$ cat config.mk
export PLATFORM = sky130hd
export DESIGN_NAME = rle_sprite_alpha_probe_top
export DESIGN_NICKNAME = d
export VERILOG_FILES = /design/src/sv/rsap_pkg.sv /design/src/sv/rsap_front.sv /design/src/sv/rsap_queue.sv /design/src/sv/rsap_back.sv /design/src/sv/rle_sprite_alpha_probe_top.sv
export SDC_FILE = /design/constraint.sdc
export NUM_CORES = 1
export LEC_CHECK = 0
export BUFFER_PORTS_ARGS = -buffer_cell sky130_fd_sc_hd__buf_2
export CAP_MARGIN = 20
export CELL_PAD_IN_SITES_DETAIL_PLACEMENT = 0
export CELL_PAD_IN_SITES_GLOBAL_PLACEMENT = 1
export CORE_ASPECT_RATIO = 1.1
export CORE_MARGIN = 2
export CORE_UTILIZATION = 53
export CTS_BUF_LIST = sky130_fd_sc_hd__clkbuf_16
export CTS_CLUSTER_DIAMETER = 80
export CTS_CLUSTER_SIZE = 20
export DETAILED_ROUTE_END_ITERATION = 6
export PLACE_DENSITY = 0.9
export SYNTH_ARGS = -nofsm -noshare
export SYNTH_HDL_FRONTEND = slang
export SYNTH_SLANG_ARGS = --single-unit
$ cat constraint.sdc
create_clock -name clk -period 5.3 [get_ports clk]
set_input_delay 0.795 -clock clk [delete_from_list [all_inputs] [get_ports clk]]
set_output_delay 0.795 -clock clk [all_outputs]
set_load 0.02 [all_outputs]
$ cat src/sv/rsap_pkg.sv
// shared types and constants of the run-length sprite alpha probe
package rsap_pkg;

	localparam int unsigned SIDE_W = 12;
	localparam int unsigned QUEUE_DEPTH = 4;
	localparam int unsigned QPTR_W = 2;

	// queue entry kinds
	localparam logic [1:0] KIND_REJECT = 2'd0;
	localparam logic [1:0] KIND_START  = 2'd1;
	localparam logic [1:0] KIND_DATA   = 2'd2;

	// back-end phase codes
	localparam logic [1:0] PH_IDLE  = 2'd0;
	localparam logic [1:0] PH_COUNT = 2'd1;
	localparam logic [1:0] PH_ALPHA = 2'd2;
	localparam logic [1:0] PH_SKIP  = 2'd3;

	typedef struct packed {
		logic [1:0]        kind;
		logic [SIDE_W-1:0] col;
		logic [SIDE_W-1:0] row;
		logic [SIDE_W-1:0] width;
		logic [7:0]        data;
	} rsap_entry_t;

endpackage

$ cat src/sv/rsap_front.sv
// front end: config register, query geometry check and item classification
module rsap_front #(
	parameter int unsigned MAX_SIDE = 4096
) (
	input  logic                 clk,
	input  logic                 arst_n,
	input  logic                 cfg_valid,
	output logic                 cfg_ready,
	input  logic [15:0]          cfg_data,
	input  logic                 in_valid,
	output logic                 in_ready,
	input  logic                 operation,
	input  logic signed [15:0]   frame_index,
	input  logic signed [15:0]   query_x,
	input  logic signed [15:0]   query_y,
	input  logic signed [15:0]   offset_x,
	input  logic signed [15:0]   offset_y,
	input  logic [11:0]          frame_width,
	input  logic [11:0]          frame_height,
	input  logic [7:0]           data_byte,
	input  logic                 q_full,
	output logic                 q_push,
	output rsap_pkg::rsap_entry_t q_entry
);
	import rsap_pkg::*;

	localparam logic [16:0] SideLimit = 17'(MAX_SIDE);
	localparam logic [SIDE_W-1:0] SideMax = SIDE_W'(MAX_SIDE - 1);

	logic [15:0]       frame_count_q;
	logic [16:0]       rx;
	logic [16:0]       ry;
	logic [SIDE_W-1:0] w_sat;
	logic [SIDE_W-1:0] h_sat;
	logic              idx_bad;
	logic              x_bad;
	logic              y_bad;

	assign cfg_ready = 1'b1;

	always_ff @(posedge clk or negedge arst_n) begin
		if (!arst_n) begin
			frame_count_q <= '0;
		end else if (cfg_valid) begin
			frame_count_q <= cfg_data;
		end
	end

	always_comb begin
		w_sat = ({5'b0, frame_width} < SideLimit) ? frame_width : SideMax;
		h_sat = ({5'b0, frame_height} < SideLimit) ? frame_height : SideMax;
		rx = {query_x[15], query_x} - {offset_x[15], offset_x};
		ry = {query_y[15], query_y} - {offset_y[15], offset_y};
		idx_bad = frame_index[15] || ($unsigned(frame_index) >= frame_count_q);
		x_bad = rx[16] || (rx[15:0] >= {4'b0, w_sat});
		y_bad = ry[16] || (ry[15:0] >= {4'b0, h_sat});
	end

	assign in_ready = !q_full;
	assign q_push = in_valid && !q_full;

	always_comb begin
		q_entry.col = rx[SIDE_W-1:0];
		q_entry.row = ry[SIDE_W-1:0];
		q_entry.width = w_sat;
		q_entry.data = data_byte;
		if (operation) begin
			q_entry.kind = KIND_DATA;
		end else if (idx_bad || x_bad || y_bad) begin
			q_entry.kind = KIND_REJECT;
		end else begin
			q_entry.kind = KIND_START;
		end
	end

endmodule

$ cat src/sv/rsap_queue.sv
// short register queue between front and back end
module rsap_queue (
	input  logic                  clk,
	input  logic                  arst_n,
	input  logic                  push,
	input  rsap_pkg::rsap_entry_t push_entry,
	output logic                  full,
	input  logic                  pop,
	output logic                  empty,
	output rsap_pkg::rsap_entry_t head_entry
);
	import rsap_pkg::*;

	rsap_entry_t       slot_q [QUEUE_DEPTH];
	logic [QPTR_W-1:0] wr_ptr_q;
	logic [QPTR_W-1:0] rd_ptr_q;
	logic [QPTR_W:0]   count_q;
	logic              do_push;
	logic              do_pop;

	assign full = (count_q == (QPTR_W+1)'(QUEUE_DEPTH));
	assign empty = (count_q == '0);
	assign do_push = push && !full;
	assign do_pop = pop && !empty;
	assign head_entry = slot_q[rd_ptr_q];

	always_ff @(posedge clk) begin
		if (do_push) begin
			slot_q[wr_ptr_q] <= push_entry;
		end
	end

	always_ff @(posedge clk or negedge arst_n) begin
		if (!arst_n) begin
			wr_ptr_q <= '0;
			rd_ptr_q <= '0;
			count_q <= '0;
		end else begin
			if (do_push) begin
				wr_ptr_q <= wr_ptr_q + 1'b1;
			end
			if (do_pop) begin
				rd_ptr_q <= rd_ptr_q + 1'b1;
			end
			case ({do_push, do_pop})
				2'b10: count_q <= count_q + 1'b1;
				2'b01: count_q <= count_q - 1'b1;
				default: count_q <= count_q;
			endcase
		end
	end

	a_no_overflow: assert property (@(posedge clk) disable iff (!arst_n)
		count_q <= (QPTR_W+1)'(QUEUE_DEPTH)) else $error("queue count overflow");
	a_push_grows: assert property (@(posedge clk) disable iff (!arst_n)
		(do_push && !do_pop) |=> (count_q == $past(count_q) + 1'b1))
		else $error("queue count did not grow on push");
	a_ptr_gap: assert property (@(posedge clk) disable iff (!arst_n)
		QPTR_W'(wr_ptr_q - rd_ptr_q) == count_q[QPTR_W-1:0])
		else $error("queue pointers disagree with count");

endmodule

$ cat src/sv/rsap_back.sv
// back end: walks the run-length stream and holds the result register
module rsap_back (
	input  logic                  clk,
	input  logic                  arst_n,
	input  logic                  q_empty,
	input  rsap_pkg::rsap_entry_t q_head,
	output logic                  q_pop,
	output logic                  out_valid,
	input  logic                  out_ready,
	output logic [7:0]            alpha,
	output logic                  inside_res
);
	import rsap_pkg::*;

	logic [1:0]        phase_q;
	logic [SIDE_W-1:0] rows_to_skip_q;
	logic [SIDE_W-1:0] row_left_q;
	logic [SIDE_W-1:0] target_col_q;
	logic [SIDE_W-1:0] row_width_q;
	logic [7:0]        run_len_q;
	logic [7:0]        skip_left_q;
	logic              on_row_q;
	logic              out_valid_q;
	logic [7:0]        alpha_q;
	logic              inside_q;
	logic [SIDE_W-1:0] run_ext;
	logic [SIDE_W-1:0] rows_dec;
	logic [7:0]        skip_dec;

	assign q_pop = !q_empty && (!out_valid_q || out_ready);
	assign out_valid = out_valid_q;
	assign alpha = alpha_q;
	assign inside_res = inside_q;

	assign run_ext = {{(SIDE_W-8){1'b0}}, run_len_q};
	assign rows_dec = rows_to_skip_q - 1'b1;
	assign skip_dec = skip_left_q - 1'b1;

	always_ff @(posedge clk or negedge arst_n) begin
		if (!arst_n) begin
			phase_q <= PH_IDLE;
			rows_to_skip_q <= '0;
			row_left_q <= '0;
			target_col_q <= '0;
			row_width_q <= '0;
			run_len_q <= '0;
			skip_left_q <= '0;
			on_row_q <= 1'b0;
			out_valid_q <= 1'b0;
		end else begin
			if (out_valid_q && out_ready) begin
				out_valid_q <= 1'b0;
			end
			if (q_pop) begin
				case (q_head.kind)
					KIND_REJECT: begin
						phase_q <= PH_IDLE;
						out_valid_q <= 1'b1;
					end
					KIND_START: begin
						row_width_q <= q_head.width;
						target_col_q <= q_head.col;
						rows_to_skip_q <= q_head.row;
						run_len_q <= '0;
						skip_left_q <= '0;
						on_row_q <= (q_head.row == '0);
						row_left_q <= (q_head.row == '0) ? q_head.col : q_head.width;
						phase_q <= PH_COUNT;
					end
					KIND_DATA: begin
						case (phase_q)
							PH_COUNT: begin
								run_len_q <= q_head.data;
								phase_q <= PH_ALPHA;
							end
							PH_ALPHA: begin
								if (on_row_q && (run_ext > row_left_q)) begin
									phase_q <= PH_IDLE;
									out_valid_q <= 1'b1;
								end else begin
									if (!on_row_q && (run_ext >= row_left_q)) begin
										rows_to_skip_q <= rows_dec;
										if (rows_dec == '0) begin
											on_row_q <= 1'b1;
											row_left_q <= target_col_q;
										end else begin
											row_left_q <= row_width_q;
										end
									end else begin
										row_left_q <= row_left_q - run_ext;
									end
									if ((q_head.data != 8'd0) && (run_len_q != 8'd0)) begin
										skip_left_q <= run_len_q;
										phase_q <= PH_SKIP;
									end else begin
										phase_q <= PH_COUNT;
									end
								end
							end
							PH_SKIP: begin
								skip_left_q <= skip_dec;
								if (skip_dec == 8'd0) begin
									phase_q <= PH_COUNT;
								end
							end
							default: begin
								phase_q <= phase_q;
							end
						endcase
					end
					default: begin
						phase_q <= phase_q;
					end
				endcase
			end
		end
	end

	// result payload
	always_ff @(posedge clk) begin
		if (q_pop && (q_head.kind == KIND_REJECT)) begin
			alpha_q <= 8'd0;
			inside_q <= 1'b0;
		end else if (q_pop && (q_head.kind == KIND_DATA) && (phase_q == PH_ALPHA)
				&& on_row_q && (run_ext > row_left_q)) begin
			alpha_q <= q_head.data;
			inside_q <= 1'b1;
		end
	end

	a_result_from_pop: assert property (@(posedge clk) disable iff (!arst_n)
		$rose(out_valid_q) |-> $past(q_pop)) else $error("result without a queue pop");
	a_no_pop_when_blocked: assert property (@(posedge clk) disable iff (!arst_n)
		(out_valid_q && !out_ready) |-> !q_pop) else $error("pop while result stalled");
	a_skip_nonzero: assert property (@(posedge clk) disable iff (!arst_n)
		(phase_q == PH_SKIP) |-> (skip_left_q != 8'd0)) else $error("skip phase with zero count");
	a_reject_clears: assert property (@(posedge clk) disable iff (!arst_n)
		(q_pop && q_head.kind == KIND_REJECT) |=> (out_valid_q && !inside_q && phase_q == PH_IDLE))
		else $error("reject did not answer zero");

endmodule

$ cat src/sv/rle_sprite_alpha_probe_top.sv
// top level of the run-length sprite alpha probe
//
// in channel (in_valid/in_ready): operation 0 begins a query with the frame
// index, query point, frame offset and frame size; operation 1 transfers one
// coded byte of the selected frame. out channel (out_valid/out_ready) returns
// alpha and inside_res: at once (alpha 0, inside_res 0) for a rejected query,
// otherwise after the alpha byte of the run covering the queried column.
// cfg channel (cfg_valid/cfg_ready, always ready) writes frame_count; write it
// only while the block is idle.
// a result passes through a queue slot and the result register after the
// transfer of the item that caused it. one item per cycle is sustained while
// no result is stalled: the front end classifies each item in the cycle it
// arrives and pushes it into a four-entry queue, the back end executes one
// queue entry per cycle against its run counters. when out_ready is low the
// back end holds its result and stops popping; the front keeps taking items
// until the queue is full, then drops in_ready. reset clears frame_count, the
// queue pointers and the result valid flag; the block is ready once reset ends.
module rle_sprite_alpha_probe_top #(
	parameter int unsigned MAX_SIDE = 4096
) (
	input  logic               clk,
	input  logic               arst_n,
	input  logic               cfg_valid,
	output logic               cfg_ready,
	input  logic [15:0]        cfg_data,
	input  logic               in_valid,
	output logic               in_ready,
	input  logic               operation,
	input  logic signed [15:0] frame_index,
	input  logic signed [15:0] query_x,
	input  logic signed [15:0] query_y,
	input  logic signed [15:0] offset_x,
	input  logic signed [15:0] offset_y,
	input  logic [11:0]        frame_width,
	input  logic [11:0]        frame_height,
	input  logic [7:0]         data_byte,
	output logic               out_valid,
	input  logic               out_ready,
	output logic [7:0]         alpha,
	output logic               inside_res
);
	import rsap_pkg::*;

	rsap_entry_t push_entry;
	rsap_entry_t head_entry;
	logic        q_push;
	logic        q_full;
	logic        q_pop;
	logic        q_empty;

	rsap_front #(
		.MAX_SIDE(MAX_SIDE)
	) u_front (
		.clk(clk),
		.arst_n(arst_n),
		.cfg_valid(cfg_valid),
		.cfg_ready(cfg_ready),
		.cfg_data(cfg_data),
		.in_valid(in_valid),
		.in_ready(in_ready),
		.operation(operation),
		.frame_index(frame_index),
		.query_x(query_x),
		.query_y(query_y),
		.offset_x(offset_x),
		.offset_y(offset_y),
		.frame_width(frame_width),
		.frame_height(frame_height),
		.data_byte(data_byte),
		.q_full(q_full),
		.q_push(q_push),
		.q_entry(push_entry)
	);

	rsap_queue u_queue (
		.clk(clk),
		.arst_n(arst_n),
		.push(q_push),
		.push_entry(push_entry),
		.full(q_full),
		.pop(q_pop),
		.empty(q_empty),
		.head_entry(head_entry)
	);

	rsap_back u_back (
		.clk(clk),
		.arst_n(arst_n),
		.q_empty(q_empty),
		.q_head(head_entry),
		.q_pop(q_pop),
		.out_valid(out_valid),
		.out_ready(out_ready),
		.alpha(alpha),
		.inside_res(inside_res)
	);

endmodule

Word level (Yosys, flattened, before mapping):

Memory sizes are Yosys's and may differ from the RTL's.
Index checks and enable logic that the tools add are counted.

* flip-flop bits (word level): 100
* memory bits (writable): 184
* bits of input ports: 134
* output and inout port bits: 12
* memories: 1

Memory list
* u_queue.slot_q: depth 4, bits a word 46, rd ports 1, clocked after memory_dff 0, write ports 1, RTL line rsap_queue.sv:14 `rsap_entry_t slot_q [QUEUE_DEPTH];`

* add/sub/neg operators: 9
* magnitude comparators: 5
* eq/ne operators: 18
* muxes and demuxes: 36
* reduce and logical (&&, ||, !) cells: 40

Operator list (number)
* 12-bit two-way mux: 8
* 12-bit one-hot mux with 2 select lines: 2
* 8-bit one-hot mux with 2 select lines: 3
* 16-bit by 16-bit subtractor with 17-bit output: 2
* 16-bit by 12-bit >= comparator with 1-bit output: 2
* 12-bit logical NOT: 2
* 8-bit two-way mux: 3
* 16-bit >= comparator: 1
* 8-bit nonzero test: 2
* 1-bit logical AND: 13
* 8-bit by 12-bit >= comparator with 1-bit output: 1
* 8-bit by 12-bit > comparator with 1-bit output: 1
* 2-bit one-hot mux with 3 select lines: 2
* 12-bit by 1-bit subtractor with 12-bit output, second input constant: 1
* 12-bit by 8-bit subtractor with 12-bit output: 1
* 1-bit two-way mux: 11
* 5-bit AND reduction: 2
* 2-bit == test, second input constant: 4
* 8-bit logical NOT: 1
* 2-bit two-way mux: 4
* 4-bit AND reduction: 2
* 8-bit by 1-bit subtractor with 8-bit output, second input constant: 1
* 2-bit by 1-bit == test with 1-bit output, second input constant: 3
* 1-bit logical OR: 6
* other kinds (19): 30

Longest topological paths before layout:

Gate-level depths: netlist (run 1).

* word-level depth: 7
* depth in mapped cells: 19

Cells and area by module:

A second synthesis (run 1) with hierarchy kept.

* cells, all modules: 1263
* area, all modules: 15428.5 sq um

Modules (own cells, without submodules)
* rsap_queue: times used 1, cells an instance 277, area each 7055.5 sq um, sequential area each 5700.5 sq um
* rsap_back: times used 1, cells an instance 521, area each 4902.2 sq um, sequential area each 1881.8 sq um
* rsap_front: times used 1, cells an instance 465, area each 3470.8 sq um, sequential area each 400.4 sq um

Worst setup path after synthesis (run 1):

No wires, ideal clock.

* path type: input to register
* from: in query_y[0]
* to: mem u_queue.slot_q[0][44] (netlist name), data pin
* setup time: 0.239 ns
* arrival time: 4.230 ns
* data required time: 5.061 ns
* setup slack: 0.831 ns
* stages on the path: 19
* path through: inv_1 -> ha_1 -> inv_1 -> fa_1 -> a211oi_1 -> o21ai_0 -> a31o_2 -> a21o_1 -> a21o_1 -> a21oi_1 -> xnor2_1 -> ha_1 -> nand3_1 -> o31a_1 -> nand4_1 -> a2111o_1 -> a21oi_1 -> nand4_1 -> nor4_1

RTL lines
* start: declaration: RTL line rle_sprite_alpha_probe_top.sv:31 `input logic signed [15:0] query_y,`
* end: declaration: RTL line rsap_queue.sv:14

==> reports/qor.txt, run 1 <==
Hold Path Class: input pin to async pin
Fin util: 59.9%
Initial antenna violation count: 0
RSZ-0062 raised after global routing: false
Max Fclk: 214 MHz
Most Frequent Cell on Critical Path: a21o_1
Post-CTS sizing: 0
Synth cell count leaders: 184 x edfxtp_1, 110 x inv_1, 93 x ha_1
H-tree Lvls: 1
Distinct cells, synth: 82
Vias in the first global route: 10500
CP max stage delay: 570 ps
Synth top area share: 36.5%
Hold Vio Cnt, Final: 0
Req. time, crit path: 5520 ps
Initial Util: 54.1%
Top Ports: 146
Status: complete, no violations
Synth top area cells: edfxtp_1 37%, dfrtp_1 15%, ha_1 7.7%, mux4_2 6.9%, mux2_2 2.8%
DR iter-0 viols: 720
Cts hold-fix bufs: 0
Proportion of layout cells with a drive suffix above 1: 20.9%
Largest net degree at the start of global routing: 61
FFs w/ async S/R, synth: 32.0%
Top FF cell, synth: edfxtp_1
Relative slew slack: 30.1%
Maximum fanout along the worst path: 5
WL final: 33.6 mm
CTS clock-pin slew for the worst setup and hold paths: 80 ps
Skew-Pair Late Insertion Delay: 510 ps
Setup crit end kind: flop
Via density: 5.91
Final nets: 1600
Routed WL per cell: 19.2 um
Die area: 29900 um2
CP max stage cell: a2111oi_0
Port buffer count: 144
Root Driver: clkbuf_16
Synth Instances: 1234
# diodes: 0
Syn nets: 1465
Post-synthesis to final-layout area growth: 10.8%
P_leak: 6.81 nW
Fin Clk Skew: 14.2 ps
Synth Area per Inst: 12.3 um2
# Post-CTS Setup Buffers: 0
# setup viols final: 0
Worst path cell trace: buf_2 > inv_1 > ha_1 > nor2b_1 > o31a_1 > o21ai_0 > a2111oi_0 > o21ai_0 > nor2b_1 > xnor2_1 > ha_1 > a21o_1 > a21o_1 > a21o_1 > a2111o_1 > a21oi_1 > nand4_1 > nor4_1
Drt drc: 0
Cell Area, Synth: 15100 um2
Total CTS buffers: 18
Congestion Overflow GR: 0
Synthesized flop and latch total: 284
Detailed-placement wirelength estimate: 24.2 mm
First-pass GRT wire length: 54.6 mm
Fin crit period: 4680 ps
CTS Sinks: 284
Critical path launch point type: input pin
Number of synthesized flops with an enable pin: 184
Core Region: 27900 um2
Via count: 10300
Pwr Density: 513 nW/um2
Seq/Total Area, Yosys: 52.8%
Row cnt: 64
Post-route ant nets: 0
GPL Wtd Cong: 0.864
Total track usage: 22.9%
Count leader, synth: edfxtp_1
Critical path class: input pin to flop
Chip Width: 165 um
Syn. warnings: 0
Max clock buf depth: 3
Max cap viols: 0
Yosys top cell by area: edfxtp_1
Arrival time worst endpoint: 4910 ps
Peak supply drop: 0.000267 V
CTS tree: built
Fin crit share: 88.4%
Chip Height: 181 um
Max-slew violations: 0
Setup TNS Final: 0 ps
Least-Margin Pin Slew: 1050 ps
Detailed Routing Iterations Pass 1: 5
## sequential cells by signal, indices dropped and copies added (netlist names), 12 cells and up
register and cells:
u_queue.slot_q 184, u_back.row_left_q 12, u_front.frame_count_q 16, u_back.target_col_q 12, u_back.row_width_q 12, u_back.rows_to_skip_q 12
## area by class of cell
| class | count | area [um2] |
|---|---|---|
| fill | 2174 | 11200 |
| multi-input combinational | 795 | 6530 |
| inverter | 112 | 420 |
| tap | 363 | 454 |
| clock buffer | 19 | 475 |
| timing repair buffer | 158 | 832 |
| clock inverter | 13 | 53.8 |
| sequential | 284 | 7990 |
## kinds of logic after synthesis
| family | after synthesis | synth area share, % |
|---|---|---|
| AO/OA/AOI/OAI | 269 | 12.0 |
| XOR/XNOR | 27 | 1.56 |
| adder cells (fa/ha/maj) | 97 | 8.23 |
| buffers and inverters | 155 | 4.05 |
| flip-flops | 284 | 52.8 |
| multiplexers | 112 | 11.7 |
| other | 1 | 0.0248 |
| AND/OR/NAND/NOR | 289 | 9.69 |
## layout by cell type, fill, tap and decap left out, drive strengths merged, types with 11 or more instances in the layout
cell | Yosys | routed
dfrtp | 91 | 91
nor3 | 17 | 17
buf | 18 | 158
nand3 | 15 | 15
nand4 | 13 | 13
a21o | 15 | 15
mux2 | 46 | 46
nor2b | 15 | 15
clkbuf | 25 | 19
a21oi | 43 | 43
mux2i | 20 | 20
mux4 | 46 | 46
and3 | 11 | 11
xnor2 | 16 | 16
xor2 | 11 | 11
nand2 | 75 | 75
o31ai | 13 | 13
o21a | 15 | 15
nor4 | 15 | 15
o21ai | 80 | 80
a211oi | 12 | 12
ha | 93 | 93
nor2 | 75 | 75
edfxtp | 184 | 184
inv | 110 | 119
## critical path, delay by kind of cell
family | cells | cell delay [ps]
and+or+nand+nor | 4 | 1040
AOI/OAI and AO/OA | 9 | 1990
buffers and inverters | 2 | 130
adders and majority gates | 2 | 590
xor gates and xnor gates | 1 | 340
## worst paths after layout
path	from	endpoint	slack, ps	cells after the start
worst max-delay path	offset_x[1]	u_queue.slot_q[1][44]$_DFFE_PP_	620	18
worst min-delay path	arst_n	u_back.rows_to_skip_q[0]$_DFFE_PN0P_	390	1
worst max register to register	u_queue.rd_ptr_q[0]$_DFFE_PN0P_	u_back.skip_left_q[0]$_DFFE_PN0P_	1630	10
worst min register to register	u_back.inside_res$_SDFFE_PP0P_	u_back.inside_res$_SDFFE_PP0P_	480	2
max in group asynchronous	arst_n	u_front.frame_count_q[2]$_DFFE_PN0P_	3940	2
min in group clk	u_back.inside_res$_SDFFE_PP0P_	u_back.inside_res$_SDFFE_PP0P_	480	2
## layer usage
layer	GRT usage (%)	share of wire (%)	up-vias
met5	0	0	-
met4	4.59	1.5	0
met3	2.96	5.1	44
met2	39.4	50	314
met1	31.3	43	5054
li1	-	-	4900
## through the flow
step	instance area, um2	std cells	setup WS (ps)	hold WS, ps	power, mW
floorplan	15100	1234	831	449	6.25
global placement	16200	1711	448	451	7.10
detailed placement	16200	1711	196	479	7.24
CTS	16700	1743	653	412	8.63
global route	16800	1744	220	447	9.19
finish	16800	1744	617	390	8.60
## where the power goes
group          switching (mW)  internal, mW  total, mW
clock                   0.715         0.654       1.37
sequential              0.428          3.02       3.45
combinational            2.10          1.68       3.78
Power figures use the tool's default switching activity.
==> run 2, diff against run 1 <==
--- a/config.mk
+++ b/config.mk
@@ -16,7 +16,8 @@
 export CTS_CLUSTER_DIAMETER = 80
 export CTS_CLUSTER_SIZE = 20
 export DETAILED_ROUTE_END_ITERATION = 6
-export PLACE_DENSITY = 0.9
+export PLACE_DENSITY = 0.89
 export SYNTH_ARGS = -nofsm -noshare
 export SYNTH_HDL_FRONTEND = slang
+export SYNTH_HIERARCHICAL = 1
 export SYNTH_SLANG_ARGS = --single-unit
==> run 2 against run 1 <==
First-iteration DRC count rose by 6.9%. Cell area up 0.69%. Sequential cell count is the same. Critical path depth is 1 lower. Worst setup slack got worse by 140 ps. Critical path type unchanged. Clock power barely moved. Combinational power fell by 16%. Clock skew up 20 ps. Core utilization is 1.0 points lower. Hold slack got worse by 63 ps. Non-clock buffer count fell by 2. Wire length is 0.73% higher.
==> reports/qor.txt, run 2 <==
Status: complete, no violations
Critical path capture point: u_queue/slot_q[3][44]$_DFFE_PP_
Chip Width: 167 um
CP max stage delay: 560 ps
Setup crit end kind: flop
Hold Path Class: input pin to async pin
Met2 usage: 38.7%
Critical path launch point type: input pin
Req. time, crit path: 5630 ps
Detailed Routing Iterations Pass 1: 4
Chip Height: 183 um
# Post-CTS Setup Buffers: 0
CP max stage cell: or4_4
Fin crit period: 4820 ps
Max clock buf depth: 3
Post-synthesis to final-layout area growth: 9.33%
GPL Wtd Cong: 0.893
Via count: 10400
Crit-path leading delay family: compound AO/OA/AOI/OAI gates
Critical path class: input pin to flop
Initial antenna violation count: 3
Vias in the first global route: 10700
Biggest register: u_queue/slot_q
Syn nets: 1494
Total track usage: 22.2%
Synth Area per Inst: 12.2 um2
CTS clock-pin slew for the worst setup and hold paths: 90 ps
Fin Clk Skew: 34.1 ps
Arrival time worst endpoint: 5150 ps
Distinct cells, synth: 84
Syn. warnings: 6
WL final: 33.8 mm
Count leader, synth: edfxtp_1
CTS Sinks: 284
Routed WL per cell: 19.3 um
Max reg flops: 184
Worst hold slack: 327 ps
Synth cell count leaders: 184 x edfxtp_1, 113 x inv_1, 93 x ha_1
Detailed-placement wirelength estimate: 24.0 mm
Setup TNS Final: 0 ps
FFs w/ async S/R, synth: 32.0%
Cells on worst reg2reg path: 6
Maximum fanout along the worst path: 4
Met1 GRT Util: 28.3%
Largest net degree at the start of global routing: 51
Most common cell after layout, fill and taps aside: edfxtp_1
Row cnt: 65
Yosys top cell by area: edfxtp_1
Seq/Total Area, Yosys: 51.7%
Met3 GRT Util: 3.43%
R2r endpoint: u_back/row_left_q[4]$_DFFE_PN0P_
Final nets: 1604
Via density: 5.94
Congestion Overflow GR: 0
CP Buf/Inv Count: 1
Max cap viols: 0
Top Ports: 146
Crit path depth: 17
Fin crit share: 91.0%
Commonest cells after routing, fill and taps aside: 184 x edfxtp_1, 143 x buf_2, 123 x inv_1
Worst path cell trace: buf_2 > ha_1 > a211o_1 > or3_1 > o21ai_1 > o21ai_1 > a21o_1 > xor2_1 > ha_1 > a22o_1 > a2111o_1 > a2111oi_2 > o2111ai_1 > or4_4 > a2111oi_4 > nand4_1 > nor2_1
# setup viols final: 0
H-tree Lvls: 1
Worst Setup SP: query_x[6]
Peak supply drop: 0.000222 V
Number of synthesized flops with an enable pin: 184
Synth Instances: 1263
Skew-Pair Late Insertion Delay: 520 ps
Least-Margin Pin Slew: 1050 ps
RSZ-0062 raised after global routing: false
Die area: 30500 um2
DR iter-0 viols: 770
Worst reg2reg setup slack: 1490 ps
Cell Area, Synth: 15400 um2
Synth top area cells: edfxtp_1 36%, dfrtp_1 15%, ha_1 7.5%, mux4_2 6.7%, inv_1 2.7%
Proportion of layout cells with a drive suffix above 1: 20.0%
Hold Vio Cnt, Final: 0
Post-route ant nets: 0
Relative slew slack: 30.2%
Root Driver: clkbuf_16
Top flop regs: u_queue/slot_q (184), u_front/frame_count_q (16)
Port buffer count: 144
Initial Util: 53.9%
Reg2reg start: u_queue/rd_ptr_q[0]$_DFFE_PN0P_
P_leak: 6.86 nW
Max Fclk: 207 MHz
Total CTS buffers: 18
Top FF cell, synth: edfxtp_1
First-pass GRT wire length: 54.7 mm
CTS tree: built
Drt drc: 0
Cts hold-fix bufs: 0
Post-CTS sizing: 0
Pwr Density: 471 nW/um2
Core Region: 28600 um2
Synth top area share: 35.8%
Max-slew violations: 0
Synthesized flop and latch total: 284
Global route hottest layer: met2
[run 2: area by class of cell]
class	count	area, um2
antenna	2	5.00
clock buffer	20	500
clock inverter	12	52.6
fill	2331	11800
inverter	114	428
multi-input combinational	799	6600
sequential	284	7990
tap	368	460
timing repair buffer	156	833
[run 2: cells by family (layout without fill, tap and decap cells)]
| group | Yosys count | after routing | share of synthesized area, % |
|---|---|---|---|
| XOR/XNOR | 33 | 33 | 1.87 |
| buffers and inverters | 180 | 302 | 5.50 |
| other | 1 | 3 | 0.0243 |
| AO/OA/AOI/OAI | 251 | 251 | 11.7 |
| adder cells (fa/ha/maj) | 97 | 97 | 8.06 |
| flip-flops | 284 | 284 | 51.7 |
| AND/OR/NAND/NOR | 315 | 315 | 10.5 |
| multiplexers | 102 | 102 | 10.6 |
[run 2: power by group]
group | switching, mW | internal [mW]
sequential | 0.379 | 2.98
clock | 0.719 | 0.685
combinational | 1.81 | 1.37
total | 2.91 | 5.04
[run 2: worst min path at each step]
stage	from	endpoint	slack [ps]
3_3_place_gp	u_back/inside_res$_SDFFE_PP0P_	u_back/inside_res$_SDFFE_PP0P_	450
6_report	arst_n	u_back/row_left_q[9]$_DFFE_PN0P_	330
2_1_floorplan	u_back/row_width_q[10]$_DFFE_PN0P_	u_back/row_width_q[10]$_DFFE_PN0P_	470
3_5_place_dp	u_back/inside_res$_SDFFE_PP0P_	u_back/inside_res$_SDFFE_PP0P_	460
4_1_cts	arst_n	u_back/row_left_q[9]$_DFFE_PN0P_	350
5_1_grt	arst_n	u_back/row_left_q[9]$_DFFE_PN0P_	380
[run 2: per-stage QoR]
step | cell area [um2] | setup slack [ps] | utilization (%) | std cells | total power [mW]
3_3_place_gp | 16300 | 199 | 56.9 | 1720 | 6.43
4_1_cts | 16800 | 543 | 58.8 | 1752 | 7.95
3_5_place_dp | 16300 | 26.2 | 56.9 | 1720 | 6.53
6_report | 16900 | 479 | 58.9 | 1755 | 7.95
5_1_grt | 16900 | 231 | 58.9 | 1755 | 8.44
2_1_floorplan | 15400 | 435 | - | 1263 | 5.73
[run 2: worst reg2reg max path, stage by stage, from the launching register on]
cell and delay [ps]:
dfrtp_2 940, mux4_2 630, nor4_1 450, nand3_1 790
mux2i_1 500, nor3_1 90, a221o_1 300
[run 2: layer usage]
layer | vias up | share of wire, %
met2 | 306 | 49
li1 | 4939 | -
met1 | 5103 | 43
met5 | - | 0.038
met4 | 2 | 3.0
met3 | 68 | 5.1
